### src/rtl/dfs_pkg.sv
// Shared types and constants of the delimited field splitter.
`timescale 1ns / 1ps

package dfs_pkg;

  localparam int OUT_BITS = 32;
  localparam int COL_BITS = 8;
  localparam int COLCNT_BITS = 9;
  localparam int CFG_DATA_BITS = 32;
  localparam int CFG_INDEX_BITS = 2;
  localparam int TRIM_SLOTS = 4;

  localparam logic REQ_DATA = 1'b0;
  localparam logic REQ_END = 1'b1;

  localparam logic [CFG_INDEX_BITS-1:0] CFG_COLUMN_DELIM = 2'd0;
  localparam logic [CFG_INDEX_BITS-1:0] CFG_ROW_DELIM = 2'd1;
  localparam logic [CFG_INDEX_BITS-1:0] CFG_TRIM_CHARS = 2'd2;
  localparam logic [CFG_INDEX_BITS-1:0] CFG_TRIM_COUNT = 2'd3;

  localparam logic [7:0] COLUMN_DELIM_RESET = 8'd44;
  localparam logic [7:0] ROW_DELIM_RESET = 8'd10;

  typedef struct packed {
    logic [7:0] column_delim;
    logic [7:0] row_delim;
    logic [31:0] trim_chars;
    logic [2:0] trim_count;
  } cfg_regs_t;

  typedef struct packed {
    logic is_row;
    logic is_column;
    logic is_trim;
  } byte_class_t;

endpackage

### src/rtl/delimited_field_splitter_core.sv
// Top level of the delimited field splitter: input register, field tracking, result register.
`timescale 1ns / 1ps

// Channel   Direction  Handshake            Payload
// in        to block   in_valid / in_stall  req_type, data_byte
// out       from block out_valid / out_stall field_offset, field_length, column_number,
//                                           row_end, row_ok
// cfg       to block   cfg_write_en         cfg_index, cfg_data
//
// Every word passes through the field tracker; a new word is accepted in every cycle unless in_stall is high.
// A word is held in the input register, and its result is written into the result register when
// the word moves on; the output handshake is made from the result register.
// The rate is set by the single stage between the input register and the result register.
// in_stall rises only while a word waits in the input register and the result register is
// held by out_stall. Reset (rst, synchronous) empties both registers and restores the
// register defaults and the stream state.

module delimited_field_splitter_core import dfs_pkg::*; #(
  parameter int MAX_COLUMNS = 256,
  parameter int OFFSET_BITS = 32
) (
  input  logic                      clk,
  input  logic                      rst,
  input  logic                      in_valid,
  output logic                      in_stall,
  input  logic                      req_type,
  input  logic [7:0]                data_byte,
  output logic                      out_valid,
  input  logic                      out_stall,
  output logic [OUT_BITS-1:0]       field_offset,
  output logic [OUT_BITS-1:0]       field_length,
  output logic [COL_BITS-1:0]       column_number,
  output logic                      row_end,
  output logic                      row_ok,
  input  logic                      cfg_write_en,
  input  logic [CFG_INDEX_BITS-1:0] cfg_index,
  input  logic [CFG_DATA_BITS-1:0]  cfg_data
);

  localparam int WIDE_BITS = (OFFSET_BITS > OUT_BITS) ? OFFSET_BITS : OUT_BITS;
  localparam logic [COLCNT_BITS-1:0] FIRST_ROW_LIMIT = COLCNT_BITS'(MAX_COLUMNS);

  // Configuration registers.
  cfg_regs_t cfg;

  always_ff @(posedge clk) begin
    if (rst) begin
      cfg.column_delim <= COLUMN_DELIM_RESET;
      cfg.row_delim <= ROW_DELIM_RESET;
      cfg.trim_chars <= '0;
      cfg.trim_count <= '0;
    end else if (cfg_write_en) begin
      unique case (cfg_index)
        CFG_COLUMN_DELIM: cfg.column_delim <= cfg_data[7:0];
        CFG_ROW_DELIM:    cfg.row_delim <= cfg_data[7:0];
        CFG_TRIM_CHARS:   cfg.trim_chars <= cfg_data;
        CFG_TRIM_COUNT:   cfg.trim_count <= cfg_data[2:0];
        default:          cfg.trim_count <= cfg.trim_count;
      endcase
    end
  end

  // Input register. It takes a word whenever it is empty or its word moves on this cycle.
  logic       in_full;
  logic       in_req;
  logic [7:0] in_byte;
  logic       advance;

  assign advance = in_full && (!out_valid || !out_stall);
  assign in_stall = in_full && !advance;

  always_ff @(posedge clk) begin
    if (rst) begin
      in_full <= 1'b0;
    end else if (!in_stall) begin
      in_full <= in_valid;
    end
  end

  always_ff @(posedge clk) begin
    if (in_valid && !in_stall) begin
      in_req <= req_type;
      in_byte <= data_byte;
    end
  end

  byte_class_t cls;

  dfs_classify u_classify (
    .data_byte (in_byte),
    .cfg       (cfg),
    .cls       (cls)
  );

  // Stream state.
  logic [OFFSET_BITS-1:0] byte_position, byte_position_next;
  logic [OFFSET_BITS-1:0] field_begin, field_begin_next;
  logic [OFFSET_BITS-1:0] first_kept, first_kept_next;
  logic [OFFSET_BITS-1:0] last_kept, last_kept_next;
  logic                   kept_seen, kept_seen_next;
  logic [COL_BITS-1:0]    current_column, current_column_next;
  logic [COLCNT_BITS-1:0] columns_fixed, columns_fixed_next;
  logic                   in_first_row, in_first_row_next;
  logic                   any_byte, any_byte_next;

  // Result of the word in the input register.
  logic                   produce;
  logic                   res_row_end;
  logic                   res_row_ok;
  logic [OFFSET_BITS-1:0] res_offset;
  logic [OFFSET_BITS-1:0] res_length;

  logic [COLCNT_BITS-1:0] column_plus_one;
  logic [COLCNT_BITS-1:0] column_limit;
  logic                   split;
  logic                   closes_row;

  assign column_plus_one = {1'b0, current_column} + COLCNT_BITS'(1);
  assign column_limit = in_first_row ? FIRST_ROW_LIMIT : columns_fixed;
  // A row delimiter wins over a column delimiter of the same value.
  assign split = (in_req == REQ_DATA) && !cls.is_row && cls.is_column &&
                 (column_plus_one < column_limit);
  // End of input closes the pending row only if the stream has carried a byte.
  assign closes_row = (in_req == REQ_DATA) ? cls.is_row : any_byte;

  assign produce = closes_row || split;
  assign res_row_end = closes_row;
  assign res_row_ok = closes_row && (in_first_row || (column_plus_one >= columns_fixed));
  // An empty trimmed field reports where the untrimmed field began.
  assign res_offset = kept_seen ? first_kept : field_begin;
  assign res_length = kept_seen ? (last_kept - first_kept + OFFSET_BITS'(1)) : '0;

  always_comb begin
    byte_position_next = byte_position;
    field_begin_next = field_begin;
    first_kept_next = first_kept;
    last_kept_next = last_kept;
    kept_seen_next = kept_seen;
    current_column_next = current_column;
    columns_fixed_next = columns_fixed;
    in_first_row_next = in_first_row;
    any_byte_next = any_byte;
    if (in_req == REQ_END) begin
      // A new stream begins after the end of input.
      byte_position_next = '0;
      field_begin_next = '0;
      first_kept_next = '0;
      last_kept_next = '0;
      kept_seen_next = 1'b0;
      current_column_next = '0;
      columns_fixed_next = '0;
      in_first_row_next = 1'b1;
      any_byte_next = 1'b0;
    end else begin
      any_byte_next = 1'b1;
      byte_position_next = byte_position + OFFSET_BITS'(1);
      if (cls.is_row) begin
        if (in_first_row) begin
          columns_fixed_next = column_plus_one;
          in_first_row_next = 1'b0;
        end
        current_column_next = '0;
        field_begin_next = byte_position + OFFSET_BITS'(1);
        kept_seen_next = 1'b0;
      end else if (split) begin
        current_column_next = column_plus_one[COL_BITS-1:0];
        field_begin_next = byte_position + OFFSET_BITS'(1);
        kept_seen_next = 1'b0;
      end else if (!cls.is_trim) begin
        if (!kept_seen) begin
          first_kept_next = byte_position;
          kept_seen_next = 1'b1;
        end
        last_kept_next = byte_position;
      end
    end
  end

  always_ff @(posedge clk) begin
    if (rst) begin
      byte_position <= '0;
      field_begin <= '0;
      first_kept <= '0;
      last_kept <= '0;
      kept_seen <= 1'b0;
      current_column <= '0;
      columns_fixed <= '0;
      in_first_row <= 1'b1;
      any_byte <= 1'b0;
    end else if (advance) begin
      byte_position <= byte_position_next;
      field_begin <= field_begin_next;
      first_kept <= first_kept_next;
      last_kept <= last_kept_next;
      kept_seen <= kept_seen_next;
      current_column <= current_column_next;
      columns_fixed <= columns_fixed_next;
      in_first_row <= in_first_row_next;
      any_byte <= any_byte_next;
    end
  end

  // Result register. Offsets and lengths are reported in their low 32 bits.
  logic [WIDE_BITS-1:0] offset_wide;
  logic [WIDE_BITS-1:0] length_wide;

  assign offset_wide = WIDE_BITS'(res_offset);
  assign length_wide = WIDE_BITS'(res_length);

  always_ff @(posedge clk) begin
    if (rst) begin
      out_valid <= 1'b0;
    end else if (advance) begin
      out_valid <= produce;
    end else if (!out_stall) begin
      out_valid <= 1'b0;
    end
  end

  always_ff @(posedge clk) begin
    if (advance && produce) begin
      field_offset <= offset_wide[OUT_BITS-1:0];
      field_length <= length_wide[OUT_BITS-1:0];
      column_number <= current_column;
      row_end <= res_row_end;
      row_ok <= res_row_ok;
    end
  end

`ifndef SYNTH
  // A stall toward the input only comes from a word waiting in the input register.
  assert property (@(posedge clk) disable iff (rst) in_stall |-> in_full)
    else $error("input stalled with an empty input register");

  // Only a row end can report a complete row.
  assert property (@(posedge clk) disable iff (rst) out_valid && row_ok |-> row_end)
    else $error("row_ok set on a field that does not end its row");

  // A field closed by a column delimiter always leaves room for one more column.
  assert property (@(posedge clk) disable iff (rst)
      out_valid && !row_end |-> ({1'b0, column_number} + COLCNT_BITS'(1)) < FIRST_ROW_LIMIT)
    else $error("column split beyond the column limit");

  // Once the first row has closed, the column count is fixed and in range.
  assert property (@(posedge clk) disable iff (rst)
      !in_first_row |-> (columns_fixed != '0) && (columns_fixed <= FIRST_ROW_LIMIT))
    else $error("fixed column count out of range");

  // An end of input on a stream without bytes gives no result.
  assert property (@(posedge clk) disable iff (rst)
      advance && (in_req == REQ_END) && !any_byte |=> !out_valid)
    else $error("result emitted for an empty stream");
`endif

endmodule

### src/rtl/dfs_classify.sv
// Byte classifier: matches a text byte against the delimiters and trim bytes.
`timescale 1ns / 1ps

module dfs_classify import dfs_pkg::*; (
  input  logic [7:0]  data_byte,
  input  cfg_regs_t   cfg,
  output byte_class_t cls
);

  logic [TRIM_SLOTS-1:0] trim_hit;

  // A trim count above four enables all four slots.
  always_comb begin
    for (int i = 0; i < TRIM_SLOTS; i++) begin
      trim_hit[i] = (cfg.trim_count > 3'(i)) && (cfg.trim_chars[8*i +: 8] == data_byte);
    end
  end

  assign cls.is_row = (data_byte == cfg.row_delim);
  assign cls.is_column = (data_byte == cfg.column_delim);
  assign cls.is_trim = |trim_hit;

endmodule

### config.mk
export PLATFORM = sky130hd
export DESIGN_NAME = delimited_field_splitter_core
export DESIGN_NICKNAME = d
export VERILOG_FILES = /design/src/rtl/dfs_pkg.sv /design/src/rtl/delimited_field_splitter_core.sv /design/src/rtl/dfs_classify.sv
export SDC_FILE = /design/constraint.sdc
export NUM_CORES = 1
export LEC_CHECK = 0
export ABC_AREA = 0
export BUFFER_PORTS_ARGS = -buffer_cell sky130_fd_sc_hd__buf_4
export CAP_MARGIN = 25
export CORE_ASPECT_RATIO = 1.1
export CORE_MARGIN = 8
export CORE_UTILIZATION = 32
export CTS_CLUSTER_SIZE = 30
export DETAILED_ROUTE_END_ITERATION = 6
export HOLD_SLACK_MARGIN = 0.12
export PLACE_DENSITY = 0.6
export SYNTH_ARGS = -nofsm -noshare
export SYNTH_HDL_FRONTEND = slang
export SYNTH_SLANG_ARGS = --single-unit
### constraint.sdc
create_clock -name clk -period 5.7 [get_ports clk]
set_clock_uncertainty 0.05 [all_clocks]
set_input_delay 0.57 -clock clk [delete_from_list [all_inputs] [get_ports clk]]
set_output_delay 0.57 -clock clk [all_outputs]
set_load 0.005 [all_outputs]
==> summary.md <==
| Metric | Value |
|---|---|
| Initial antenna violation count | `0` |
| Synth top area share | `0.273` |
| Clock slew at reported path FFs | `around 0.06 ns` |
| Number of flops mapped to enable cells by yosys | `83` |
| Hold WS | `0.159 ns` |
| DRT Wirelength | `about 36 mm` |
| Post-DP HPWL | `24.9 mm` |
| Synth warnings | `0` |
| First-pass GRT wire length | `58.5 mm` |
| Pre-Repair DR Iteration Count | `7` |
| Register area share after synthesis | `0.442` |
| Hold Crit Start | `data_byte[0]` |
| #FFs+latches synth | `approximately 280` |
| Max Cap Viol | `0` |
| Fmax | `240 MHz` |
| Async set or reset register ratio after synthesis | `0` |
| Worst flop-to-flop path startpoint | `current_column[0]` |
| Hold Crit Class | `input pin to flip-flop` |
| Least-Margin Pin Slew | `~0.97 ns` |
| Antenna fix cells | `0` |
| Setup TNS | `0 ns` |
| Leak | `6.55 nW` |
| Synthesized cell area | `roughly 0.015 sq mm` |
| Root Buffer | `clkbuf_16` |
| Final Non-Filler Cells | `between 2,000 and 2,500` |
| Post_cts resized | `0` |
| Cell Pwr Density | `274 mW/mm^2` |
| Initial DRC count | `roughly 640` |
| Synth top area cells | `dfxtp_1 (27%), edfxtp_1 (17%), nand2_1 (7.5%), ha_1 (6.8%), a21oi_1 (4.8%)` |
| Clock sink count | `between 200 and 300` |
| Buffers on Ports | `between 100 and 150` |
| Num CTS Buffers | `34` |
| # H-tree levels | `2` |
| Area delta synth->final | `16.9%` |
| Post-CTS setup buffer count | `0` |
| Via count | `around 11,000` |
| Final Hold Vio Count | `0` |
| Crit share post-route | `0.730` |
| Initial core utilization | `0.323` |
| Crit path time final | `4.16 ns` |
| Top_reg_cell synth | `dfxtp_1` |
| Pins Over Slew Limit | `0` |
| Chip height | `around 240 microns` |
| Crit start category | `flip-flop` |
| Syn_nets | `~1,800` |
| Post-DR vias/cell | `4.92` |
| Slew HR | `0.354` |
| CTS tree | `done` |
| CTS Buffer Depth | `3` |
| Number of global-route vias before repair | `approximately 11,000` |
| Netlist cell types | `67` |
| Worst Setup SP | `current_column[0]` |
| CORE AREA | `between 0.04 and 0.05 sq mm` |
| Endpoints failing setup | `0` |
| Area of the multi-input gates | `roughly 0.0075 sq mm` |
| Clk Latency, worst-skew pair | `approximately 0.54 ns` |
| Post-DRT Antenna Nets | `0` |
| Power Total | `4.72 mW` |
| Critical Path RT | `a little under 6 ns` |
| Dominant cell type by area after synthesis | `dfxtp_1` |
| Synth Instances | `1,647` |
| Storage element area | `0.00652 sq mm` |
| Status | `finished clean` |
| GRT overflow | `0` |
| Layout cells sized above 1 | `0.144` |
| Drt drc | `0` |
| Maximum fanout along the worst path | `74` |
| CP Class | `flip-flop to flip-flop` |
| Synthesized area per cell | `8.95 sq um` |
| Routed wire per std cell | `~16 microns` |
| Gr usage total | `0.135` |
| Crit end category | `flip-flop` |
| Final nets | `1,839` |
| Worst ir drop on vdd | `189 uV` |
| Site Rows | `between 80 and 90` |
| IO Count | `roughly 120` |
| Largest net degree at the start of global routing | `75` |
| # hold bufs at CTS | `0` |
| Die footprint | `about 0.053 sq mm` |
| Commonest non-fill, non-tap cell in the layout | `nand2_1` |
| GP Congestion | `between 0.8 and 0.9` |
| Die X | `between 200 and 250 microns` |
| # fillers | `4,604` |
| Most frequent cells in the layout | `nand2_1 (295), dfxtp_1 (200), a21oi_1 (141)` |
| Unrepaired setup endpoints after global routing | `false` |
| Post-Place Cells | `~2,300` |
| CP Data Arrival Time | `4.26 ns` |
==> flip-flops by register name, summed over array words and instances, names as in the netlist, 9 cells and up <==
signal and cells:
first_kept 32, columns_fixed 9, field_begin 32, cfg 51, last_kept 32, field_offset 32, field_length 32, byte_position 32
==> stage by stage <==
stage / util / area [sq um] / setup WS [ns]
6_report: 0.378 / 17200 / 1.54
5_1_grt: 0.378 / 17200 / 1.19
4_1_cts: 0.378 / 17200 / 1.51
3_5_place_dp: 0.352 / 16000 / 1.56
3_3_place_gp: 0.351 / 16000 / 1.68
2_1_floorplan: - / 14700 / 0.873
==> kinds of logic (layout without fill, tap and decap cells) <==
logic type | count (synthesis) | after routing | share of synthesized area
AND/OR/NAND/NOR | 639 | 639 | 0.202
AO/OA/AOI/OAI | 296 | 296 | 0.117
flip-flops | 284 | 284 | 0.442
buffers and inverters | 166 | 254 | 0.0498
XOR/XNOR | 96 | 96 | 0.0586
multiplexers | 85 | 85 | 0.0607
adder cells (fa/ha/maj) | 81 | 81 | 0.0693
==> layer usage <==
layer,share of wire,track usage,vias up
met5,0,0,-
li1,-,-,5824
met1,0.47,0.174,5259
met4,0.026,0.0439,0
met3,0.055,0.0307,62
met2,0.45,0.223,285
==> cell usage after synthesis (16+ instances only) <==
cell / instances
nand2_1: 296
dfxtp_1: 201
a21oi_1: 142
nor2_1: 106
edfxtp_1: 83
ha_1: 80
clkbuf_1: 79
o21ai_0: 69
nand3_1: 60
inv_1: 56
xnor2_1: 53
mux2i_1: 50
xor2_1: 40
mux2_2: 35
nor3_1: 27
nand4_1: 22
or3_1: 21
nand2b_1: 20
and2_1: 16
and3_1: 16
nor2b_1: 16
==> final cells by class <==
class / count / area share
Multi-Input combinational cell: 1197 / 0.437
Tap cell: 588 / 0.0427
Sequential cell: 284 / 0.378
Inverter: 56 / 0.0122
Timing Repair Buffer: 137 / 0.0616
Clock buffer: 49 / 0.0599
Clock inverter: 12 / 0.00864
==> path summary, 6_finish.rpt <==
| kind | endpoint | slack [ns] | cells after the start |
|---|---|---|---|
| setup reg to reg | field_offset[29] | 1.54 | 11 |
| hold / removal | in_byte[0] | 0.16 | 1 |
| hold reg to reg | field_begin[4] | 0.40 | 2 |
| setup / recovery | field_offset[29] | 1.54 | 11 |
==> worst max-delay path, stage by stage, from the launching register on <==
cell,delay (ns)
dfxtp_1,0.48
ha_1,0.29
and3_1,0.21
and3_1,0.24
xor2_1,0.31
ha_1,0.29
and3_1,0.19
a2111oi_2,0.40
and2_1,0.27
a21oi_1,0.14
nor2_4,0.11
buf_4,0.66
==> report_power, final <==
part | internal, mW | switching (mW) | total, mW
registers | 2.10 | 0.0328 | 2.14
clock network | 1.40 | 0.872 | 2.27
logic | 0.126 | 0.190 | 0.316
total | 3.63 | 1.10 | 4.72
Power figures use the tool's default switching activity.
